`config.mk`:
```
export PLATFORM = sky130hd
export DESIGN_NAME = signed_decimal_long_divider_core
export DESIGN_NICKNAME = d
export VERILOG_FILES = /design/src/design/sdld_pkg.sv /design/src/design/sdld_step.sv /design/src/design/signed_decimal_long_divider_core.sv
export SDC_FILE = /design/constraint.sdc
export NUM_CORES = 1
export LEC_CHECK = 0
export BUFFER_PORTS_ARGS = -buffer_cell sky130_fd_sc_hd__buf_4
export CAP_MARGIN = 20
export CELL_PAD_IN_SITES_DETAIL_PLACEMENT = 1
export CELL_PAD_IN_SITES_GLOBAL_PLACEMENT = 1
export CORE_MARGIN = 2
export CORE_UTILIZATION = 45
export CTS_BUF_LIST = sky130_fd_sc_hd__clkbuf_8
export DETAILED_ROUTE_END_ITERATION = 16
export GPL_TIMING_DRIVEN = 0
export PLACE_DENSITY_LB_ADDON = 0.1
export SLEW_MARGIN = 20
export SYNTH_ARGS = -nofsm -noshare
export SYNTH_HDL_FRONTEND = slang
export SYNTH_SLANG_ARGS = --single-unit
export TNS_END_PERCENT = 1
```
`constraint.sdc`:
```
create_clock -name clk -period 7 [get_ports clk]
set_input_delay 1.4 -clock clk [delete_from_list [all_inputs] [get_ports clk]]
set_output_delay 1.4 -clock clk [all_outputs]
set_load 0.05 [all_outputs]
```
`src/design/sdld_pkg.sv`:
```
// ----------------------------------------------------------------------------
// sdld_pkg
// Shared types and constants for the signed decimal long divider.
// ----------------------------------------------------------------------------
package sdld_pkg;

  localparam int OPERAND_WIDTH       = 32;
  localparam int MAX_FRACTION_DIGITS = 15;
  localparam int RADIX               = 10;
  localparam int DIGIT_WIDTH         = 4;
  localparam int PLACE_WIDTH         = 4;
  localparam int STEP_CNT_WIDTH      = $clog2(OPERAND_WIDTH);
  localparam int TEN_R_WIDTH         = OPERAND_WIDTH + DIGIT_WIDTH - 1;

  typedef enum logic [2:0] {
    ST_IDLE,
    ST_INT_DIV,
    ST_EMIT,
    ST_FRAC_LOAD,
    ST_FRAC_DIV
  } state_t;

  typedef struct packed {
    logic [OPERAND_WIDTH-1:0] rem;
    logic                     qbit;
  } step_res_t;

endpackage

```
`src/design/sdld_step.sv`:
```
// ----------------------------------------------------------------------------
// sdld_step
// One restoring division step: shift in one bit, compare and subtract.
// ----------------------------------------------------------------------------
module sdld_step
  import sdld_pkg::*;
(
  input  logic [OPERAND_WIDTH-1:0] rem_in,
  input  logic                     bit_in,
  input  logic [OPERAND_WIDTH-1:0] divisor_mag,
  output step_res_t                res
);

  logic [OPERAND_WIDTH:0]   trial;
  logic [OPERAND_WIDTH+1:0] diff;

  assign trial = {rem_in, bit_in};
  assign diff  = {1'b0, trial} - {2'b00, divisor_mag};

  always_comb begin
    res.qbit = ~diff[OPERAND_WIDTH+1];
    if (res.qbit) begin
      res.rem = diff[OPERAND_WIDTH-1:0];
    end else begin
      res.rem = trial[OPERAND_WIDTH-1:0];
    end
  end

endmodule

```
`src/design/signed_decimal_long_divider_core.sv`:
```
// ----------------------------------------------------------------------------
// signed_decimal_long_divider_core
// Signed division producing the integer quotient and then decimal digits.
// ----------------------------------------------------------------------------
// One request is taken when the core is idle. Signs are stripped and their
// XOR reported on every result. The integer magnitude is formed bit by bit
// by a single restoring compare-subtract unit. Each fraction digit is made
// in steps: ten times the remainder is formed, four steps of the same unit
// follow, and the digit is then loaded into the output register. The core
// waits to load while the output register is still full and not being
// taken. The stream ends with last set after the requested count or once
// the remainder is zero; a zero divisor gives one result with
// divide_by_zero set. The output register lets the core go back to idle
// while the final result waits to be taken.
module signed_decimal_long_divider_core
  import sdld_pkg::*;
(
  input  logic                            clk,
  input  logic                            rst,
  input  logic                            in_valid,
  output logic                            in_ready,
  input  logic signed [OPERAND_WIDTH-1:0] dividend,
  input  logic signed [OPERAND_WIDTH-1:0] divisor,
  input  logic [DIGIT_WIDTH-1:0]          fraction_digits,
  output logic                            out_valid,
  input  logic                            out_ready,
  output logic [OPERAND_WIDTH-1:0]        digit_value,
  output logic [PLACE_WIDTH-1:0]          place,
  output logic                            negative,
  output logic                            divide_by_zero,
  output logic                            last
);

  state_t state, state_next;

  logic [OPERAND_WIDTH-1:0]  rem;
  logic [OPERAND_WIDTH-1:0]  sh;
  logic [OPERAND_WIDTH-1:0]  quo;
  logic [OPERAND_WIDTH-1:0]  bmag;
  logic [STEP_CNT_WIDTH-1:0] cnt;
  logic [PLACE_WIDTH-1:0]    cur_place;
  logic [DIGIT_WIDTH-1:0]    digits;
  logic                      neg;
  logic                      dbz;

  logic [OPERAND_WIDTH-1:0]  a_in_mag;
  logic [OPERAND_WIDTH-1:0]  b_in_mag;
  logic [TEN_R_WIDTH-1:0]    ten_r;
  logic                      last_now;
  logic                      load_out;
  logic                      accept;
  step_res_t                 step;

  assign a_in_mag = dividend[OPERAND_WIDTH-1] ? OPERAND_WIDTH'(-dividend)
                                              : OPERAND_WIDTH'(dividend);
  assign b_in_mag = divisor[OPERAND_WIDTH-1] ? OPERAND_WIDTH'(-divisor)
                                             : OPERAND_WIDTH'(divisor);
  assign ten_r    = {rem, 3'b000} + {2'b00, rem, 1'b0};
  assign last_now = dbz || (rem == '0) || (cur_place == digits);
  assign accept   = in_valid && in_ready;

  sdld_step u_step (
    .rem_in      (rem),
    .bit_in      (sh[OPERAND_WIDTH-1]),
    .divisor_mag (bmag),
    .res         (step)
  );

  // next state
  always_comb begin
    state_next = state;
    case (state)
      ST_IDLE: begin
        if (in_valid) begin
          state_next = (b_in_mag == '0) ? ST_EMIT : ST_INT_DIV;
        end
      end
      ST_INT_DIV: begin
        if (cnt == STEP_CNT_WIDTH'(OPERAND_WIDTH - 1)) begin
          state_next = ST_EMIT;
        end
      end
      ST_EMIT: begin
        if (!out_valid || out_ready) begin
          state_next = last_now ? ST_IDLE : ST_FRAC_LOAD;
        end
      end
      ST_FRAC_LOAD: begin
        state_next = ST_FRAC_DIV;
      end
      ST_FRAC_DIV: begin
        if (cnt == STEP_CNT_WIDTH'(DIGIT_WIDTH - 1)) begin
          state_next = ST_EMIT;
        end
      end
      default: begin
        state_next = ST_IDLE;
      end
    endcase
  end

  // control outputs
  always_comb begin
    in_ready = 1'b0;
    load_out = 1'b0;
    case (state)
      ST_IDLE: begin
        in_ready = 1'b1;
      end
      ST_EMIT: begin
        load_out = !out_valid || out_ready;
      end
      default: begin
        in_ready = 1'b0;
        load_out = 1'b0;
      end
    endcase
  end

  always_ff @(posedge clk) begin
    if (rst) begin
      state     <= ST_IDLE;
      out_valid <= 1'b0;
    end else begin
      state <= state_next;
      if (load_out) begin
        out_valid <= 1'b1;
      end else if (out_ready) begin
        out_valid <= 1'b0;
      end
    end
  end

  // datapath
  always_ff @(posedge clk) begin
    case (state)
      ST_IDLE: begin
        if (accept) begin
          neg       <= dividend[OPERAND_WIDTH-1] ^ divisor[OPERAND_WIDTH-1];
          bmag      <= b_in_mag;
          dbz       <= (b_in_mag == '0);
          sh        <= a_in_mag;
          rem       <= '0;
          quo       <= '0;
          cnt       <= '0;
          cur_place <= '0;
          if (fraction_digits > DIGIT_WIDTH'(MAX_FRACTION_DIGITS)) begin
            digits <= DIGIT_WIDTH'(MAX_FRACTION_DIGITS);
          end else begin
            digits <= fraction_digits;
          end
        end
      end
      ST_INT_DIV, ST_FRAC_DIV: begin
        rem <= step.rem;
        quo <= {quo[OPERAND_WIDTH-2:0], step.qbit};
        sh  <= {sh[OPERAND_WIDTH-2:0], 1'b0};
        cnt <= cnt + 1'b1;
      end
      ST_FRAC_LOAD: begin
        cur_place <= cur_place + 1'b1;
        rem       <= {1'b0, ten_r[TEN_R_WIDTH-1:DIGIT_WIDTH]};
        sh        <= {ten_r[DIGIT_WIDTH-1:0], (OPERAND_WIDTH-DIGIT_WIDTH)'(0)};
        quo       <= '0;
        cnt       <= '0;
      end
      default: begin
      end
    endcase
    if (load_out) begin
      digit_value    <= dbz ? '0 : quo;
      place          <= cur_place;
      negative       <= neg;
      divide_by_zero <= dbz;
      last           <= last_now;
    end
  end

`ifndef SYNTHESIS
  a_dbz_single: assert property (@(posedge clk) disable iff (rst)
    out_valid && divide_by_zero |-> last && (digit_value == '0) && (place == '0))
    else $error("divide by zero result malformed");

  a_frac_digit: assert property (@(posedge clk) disable iff (rst)
    out_valid && (place != '0) |-> digit_value < OPERAND_WIDTH'(RADIX))
    else $error("fraction digit out of range");

  a_busy_after_accept: assert property (@(posedge clk) disable iff (rst)
    in_valid && in_ready |=> !in_ready)
    else $error("request accepted while busy");
`endif

endmodule
```
=== Word-level counts from Yosys, hierarchy flattened ===
Cells that the tools add are included.

* $add $sub $neg: 6
* $lt $le $gt $ge: 1
* Equality and inequality tests: 12
* Muxes and demuxes: 23
* Bitwise logic cells: 2
* Reductions and logical operators: 16

{| class="wikitable"
|+ Operator list
! cell !! count
|-
| one-hot mux 32 bit (3 select lines) || 3
|-
| two-way mux 32 bit || 5
|-
| logical NOT 32 bit || 2
|-
| negation 32 bit || 2
|-
| adder 35 x 33 -> 35 bit || 1
|-
| subtractor 33 x 32 -> 34 bit || 1
|-
| one-hot mux 3 bit (5 select lines) || 1
|-
| one-hot mux 5 bit (3 select lines) || 1
|-
| two-way mux 3 bit || 4
|-
| != test 2 bit (second input constant) || 5
|-
| one-hot mux 4 bit (2 select lines) || 1
|-
| == test 3 x 2 -> 1 bit (second input constant) || 2
|-
| AND reduction 2 bit || 3
|-
| adder 5 x 1 -> 5 bit (second input constant) || 1
|-
| == test 5 x 2 -> 1 bit (second input constant) || 1
|-
| == test 5 bit (second input constant) || 1
|-
| two-way mux 5 bit || 1
|-
| adder 4 x 1 -> 4 bit (second input constant) || 1
|-
| == test 4 bit || 1
|-
| > comparator 4 bit (second input constant) || 1
|-
| two-way mux 1 bit || 4
|-
| two-way mux 2 bit || 2
|-
| two-way mux 4 bit || 1
|-
| AND reduction 4 bit || 1
|-
| other kinds (11) || 14
|}

* Bits in registers: 186
* Input bits: 72
* Output and inout bits: 41
* Logic and storage cells: 76

=== Depth between registers and ports, before layout ===
* Depth after elaboration: 6
* Gate-level depth with buffers: 14
* Gate-level depth less buffers: 12

=== By module ===
Synthesis repeated with hierarchy kept, for this count alone.

* Cell total of the unflattened synthesis: 1,318
* Area total of the unflattened synthesis: 12,747.2 µm²

{| class="wikitable"
|+ By module, submodules not included
! module !! times used !! cells an instance !! area an instance (µm²) !! seq. area each (µm²)
|-
| signed_decimal_long_divider_core || 1 || 945 || 10,318.6 || 5,545.3
|-
| sdld_step || 1 || 373 || 2,428.6 || 0.0
|}

=== Worst setup path after synthesis ===
OpenSTA, ideal clock, no wires.

* Path type: input port to flip-flop
* Start: input in_valid
* End: register cnt[0] (enable)
* Library setup time: 0.941 ns
* Arrival: 3.205 ns
* Required time: 6.059 ns
* Setup slack: 2.854 ns
* Stages on the path: 2
* Path buffers: 0
* Cells stage by stage: o21ai_0 nand2_1

* Cells in the longest elaborated chain, start to end: 3

{| class="wikitable"
|+ RTL lines
! what !! line !! source
|-
| start, declared || signed_decimal_long_divider_core.sv:20 || <nowiki>input logic in_valid,</nowiki>
|-
| logical AND 1 bit || signed_decimal_long_divider_core.sv:60 || <nowiki>assign accept = in_valid && in_ready;</nowiki>
|-
| != test 2 bit (no line) || n/a ||
|-
| AND reduction 2 bit (no line) || n/a ||
|-
| end signal, assigned || signed_decimal_long_divider_core.sv:158 || <nowiki>cnt <= cnt + 1'b1;</nowiki>
|-
| end, declared || signed_decimal_long_divider_core.sv:40 || <nowiki>logic [STEP_CNT_WIDTH-1:0] cnt;</nowiki>
|}

No other way between the ends.
A chain may end at the register's enable or synchronous reset.

=== Worst setup path in the final report ===
* Start: input divisor[1]
* End: register dbz (data pin)

* Cells in the longest elaborated chain, start to end: 3

{| class="wikitable"
|+ RTL lines
! what !! line !! source
|-
| start, declared || signed_decimal_long_divider_core.sv:23 || <nowiki>input logic signed [OPERAND_WIDTH-1:0] divisor,</nowiki>
|-
| negation 32 bit || signed_decimal_long_divider_core.sv:56 || <nowiki>assign b_in_mag = divisor[OPERAND_WIDTH-1] ? OPERAND_WIDTH'(-divisor)</nowiki>
|-
| two-way mux 32 bit (*) || signed_decimal_long_divider_core.sv:56 ||
|-
| logical NOT 32 bit (*) || signed_decimal_long_divider_core.sv:141 || <nowiki>dbz <= (b_in_mag == '0);</nowiki>
|-
| end signal, assigned || signed_decimal_long_divider_core.sv:141 ||
|-
| end, declared || signed_decimal_long_divider_core.sv:44 || <nowiki>logic dbz;</nowiki>
|}

Every way passes the cells marked *; elsewhere a longest branch is shown, timed or not.

==> impl_metrics.env <==
export IMPL_ys_types=77
export IMPL_timing_rr_start="rem[1]$_DFFE_PP_"
export IMPL_cts_tree="built"
export IMPL_power_density_nw_per_um2=466
export IMPL_grt_max_degree=56
export IMPL_avgRoutedWirePerCell_microns=19.8
export IMPL_fillers=2993
export IMPL_crit_family="simple AND/OR/NAND/NOR gates"
export IMPL_ys_seq_area_share_pct=45.3
export IMPL_leakage_nw=5.66
export IMPL_rows=60
export IMPL_die_w_microns=169
export IMPL_wl_microns=33600
export IMPL_cts_root_buf="clkbuf_8"
export IMPL_synthTopCellsByArea="edfxtp_1 (45%), ha_1 (6.9%), xor2_1 (4.9%)"
export IMPL_antenna_found_initial=0
export IMPL_crit_chain="buf_4 > inv_1 > ha_1 > nor3b_1 > nand4b_1 > or4_4 > o41ai_2 > xor2_1 > nand4_1 > nor4_1"
export IMPL_layout_min_cycle_time_ns=4.38
export IMPL_fmax_ghz=0.229
export IMPL_grt_overflow_total=0
export IMPL_final_common_cell="edfxtp_1"
export IMPL_worst_pin_slew_ns=0.991
export IMPL_syn_nets=1348
export IMPL_synthFlopType="edfxtp_1"
export IMPL_endpoint_kind="flop"
export IMPL_vias=9846
export IMPL_crit_type="in -> reg"
export IMPL_drive_gt1_share_pct=13.1
export IMPL_yosys_area_top_type_share_pct=44.7
export IMPL_grt_pass1_vias=10200
export IMPL_multiInputGateArea_sq_um=6260
export IMPL_avgViaCountPerCell=5.81
export IMPL_routabilityCongestion=0.866
export IMPL_track_usage_pct=23.9
export IMPL_clk_pin_slew_ns=0.12
export IMPL_cts_resized_gates=0
export IMPL_clockBufferDepth=2
export IMPL_syn_to_final_growth_pct=14.8
export IMPL_cp_arrival_ns=4.55
export IMPL_synth_cells=1207
export IMPL_final_cell_mix="edfxtp_1 (182), buf_4 (112), nand2_1 (83), o21ai_0 (83)"
export IMPL_async_flop_share_pct=0
export IMPL_dr_pass1_iters=4
export IMPL_dieArea_sq_um=28500
export IMPL_postCtsHoldBufs=0
export IMPL_ir_drop_mv=0.169
export IMPL_min_path_type="reg -> reg"
export IMPL_slew_headroom_pct=33.6
export IMPL_crit_start="divisor[1]"
export IMPL_first_iter_violations=514
export IMPL_drc=0
export IMPL_fin_setup_tns_ns=0
export IMPL_rsz0062_at_grt="false"
export IMPL_maxCapViolCount=0
export IMPL_fin_worst_skew_ns=0.0223
export IMPL_grt_pass1_wl_microns=54200
export IMPL_synth_edf_count=182
export IMPL_core_area_sq_um=26800
export IMPL_cts_made_buffers=17
export IMPL_dpl_hpwl_microns=25300
export IMPL_dieHeight_microns=169
export IMPL_clkLatencyLatePin_ns=0.49
export IMPL_slew_viol_final=0
export IMPL_setup_viol=0
export IMPL_postCtsSetupBuffers=0
export IMPL_cp_slowest_cell="nor4_1"
export IMPL_final_cells=1695
export IMPL_crit_fanout=5
export IMPL_crit_path_max_incr_delay_ns=0.70
export IMPL_place_area_sq_um=13600
export IMPL_cts_max_level=4
export IMPL_antenna_cells=0
export IMPL_final_cell_area_sq_um=14000
export IMPL_clock_sinks=186
export IMPL_port_buffers=112
export IMPL_synth_area_leader_cell="edfxtp_1"
export IMPL_dp_cells=1663
export IMPL_ys_seq_elements=186
export IMPL_initial_core_util_pct=45.7
export IMPL_ant_nets=0
export IMPL_hold_viol=0
export IMPL_fin_crit_sh_pct=62.5
export IMPL_syn_avg_cell_area_sq_um=10.1
export IMPL_min_from="neg$_DFFE_PP_"
export IMPL_syn_cell_area_sq_um=12200
export IMPL_ios=113
export IMPL_cp_start_kind="primary input"
export IMPL_status="completed"
export IMPL_critPathRequiredTime_ns=7.18
export IMPL_final_nets=1482
export IMPL_path_buf_inv=2
export IMPL_seqCellArea_sq_um=5550
export IMPL_ys_warn_count=0
[cells in the mapped netlist, types with 9 or more instances]
cell / count
and3_1: 40
clkbuf_1: 37
nand3_1: 11
a31oi_1: 10
o32ai_1: 12
o31ai_1: 16
nor3_1: 17
or3_1: 14
xor2_1: 68
inv_1: 73
o21a_1: 15
edfxtp_1: 182
nand2_1: 84
a21o_1: 25
nand2b_1: 20
a21oi_1: 64
nor2_1: 73
o22ai_1: 14
or2_2: 9
nor2b_1: 43
ha_1: 67
mux2i_1: 21
a211oi_1: 13
nand4_1: 17
nor4_1: 19
o21ai_0: 83
xnor2_1: 47
[per-stage QoR]
step	utilization [%]	hold WS [ns]	setup WS, ns	power (mW)
global placement	50.4	0.453	1.41	5.62
finish	52.4	0.502	2.62	6.55
floorplan	-	0.400	2.85	4.68
CTS	52.4	0.508	2.54	6.55
global route	52.4	0.513	2.37	7.04
detailed placement	50.7	0.467	2.04	5.71
[cell type report]
type	instances	share of cell area, %
flip-flops and latches	186	39.5
plain buffers	43	1.17
well taps	341	3.04
repair buffers	115	6.52
clock inverters	15	1.60
clock buffers	17	1.67
multi-input cells	905	44.6
inverters	73	1.95
[flip-flops by register name (all words and copies together) (netlist names)]
name and flops:
bmag 32, digit_value 32, quo 32, rem 32, sh 32, cnt 5
cur_place 4, digits 4, place 4, state 3, dbz 1, divide_by_zero 1
last 1, neg 1, negative 1, out_valid 1
[report_power, final]
| part | switching [mW] | leakage (nW) | internal (mW) |
|---|---|---|---|
| Combinational | 2.21 | 3.61 | 1.39 |
| Sequential | 0.315 | 1.83 | 1.83 |
| Clock | 0.510 | 0.223 | 0.292 |
| Total | 3.04 | 5.66 | 3.51 |
[metal layers]
| layer | vias to the layer above | GRT usage, % | share of wire (%) |
|---|---|---|---|
| li1 | 4776 | - | - |
| met1 | 4838 | 32.0 | 46 |
| met2 | 191 | 41.4 | 49 |
| met3 | 41 | 2.41 | 3.5 |
| met4 | 0 | 6.18 | 1.6 |
| met5 | - | 0 | 0 |
[final timing paths]
kind	end	slack, ns	cells past startpoint
worst min register to register	negative$_DFFE_PP_	0.50	0
worst max register to register	rem[20]$_DFFE_PP_	2.66	11
worst min-delay path	negative$_DFFE_PP_	0.50	0
worst max-delay path	dbz$_DFFE_PP_	2.62	10
[cell families after synthesis]
group,count (synthesis),share of synthesized area (%)
AOI/OAI and AO/OA,311,16.7
xor gates and xnor gates,115,8.23
and+or+nand+nor,387,17.1
adders and majority gates,69,7.18
DFF,186,45.3
buffers and inverters,116,3.58
muxes,23,1.90
No activity file was read; power rests on OpenSTA's default activity.
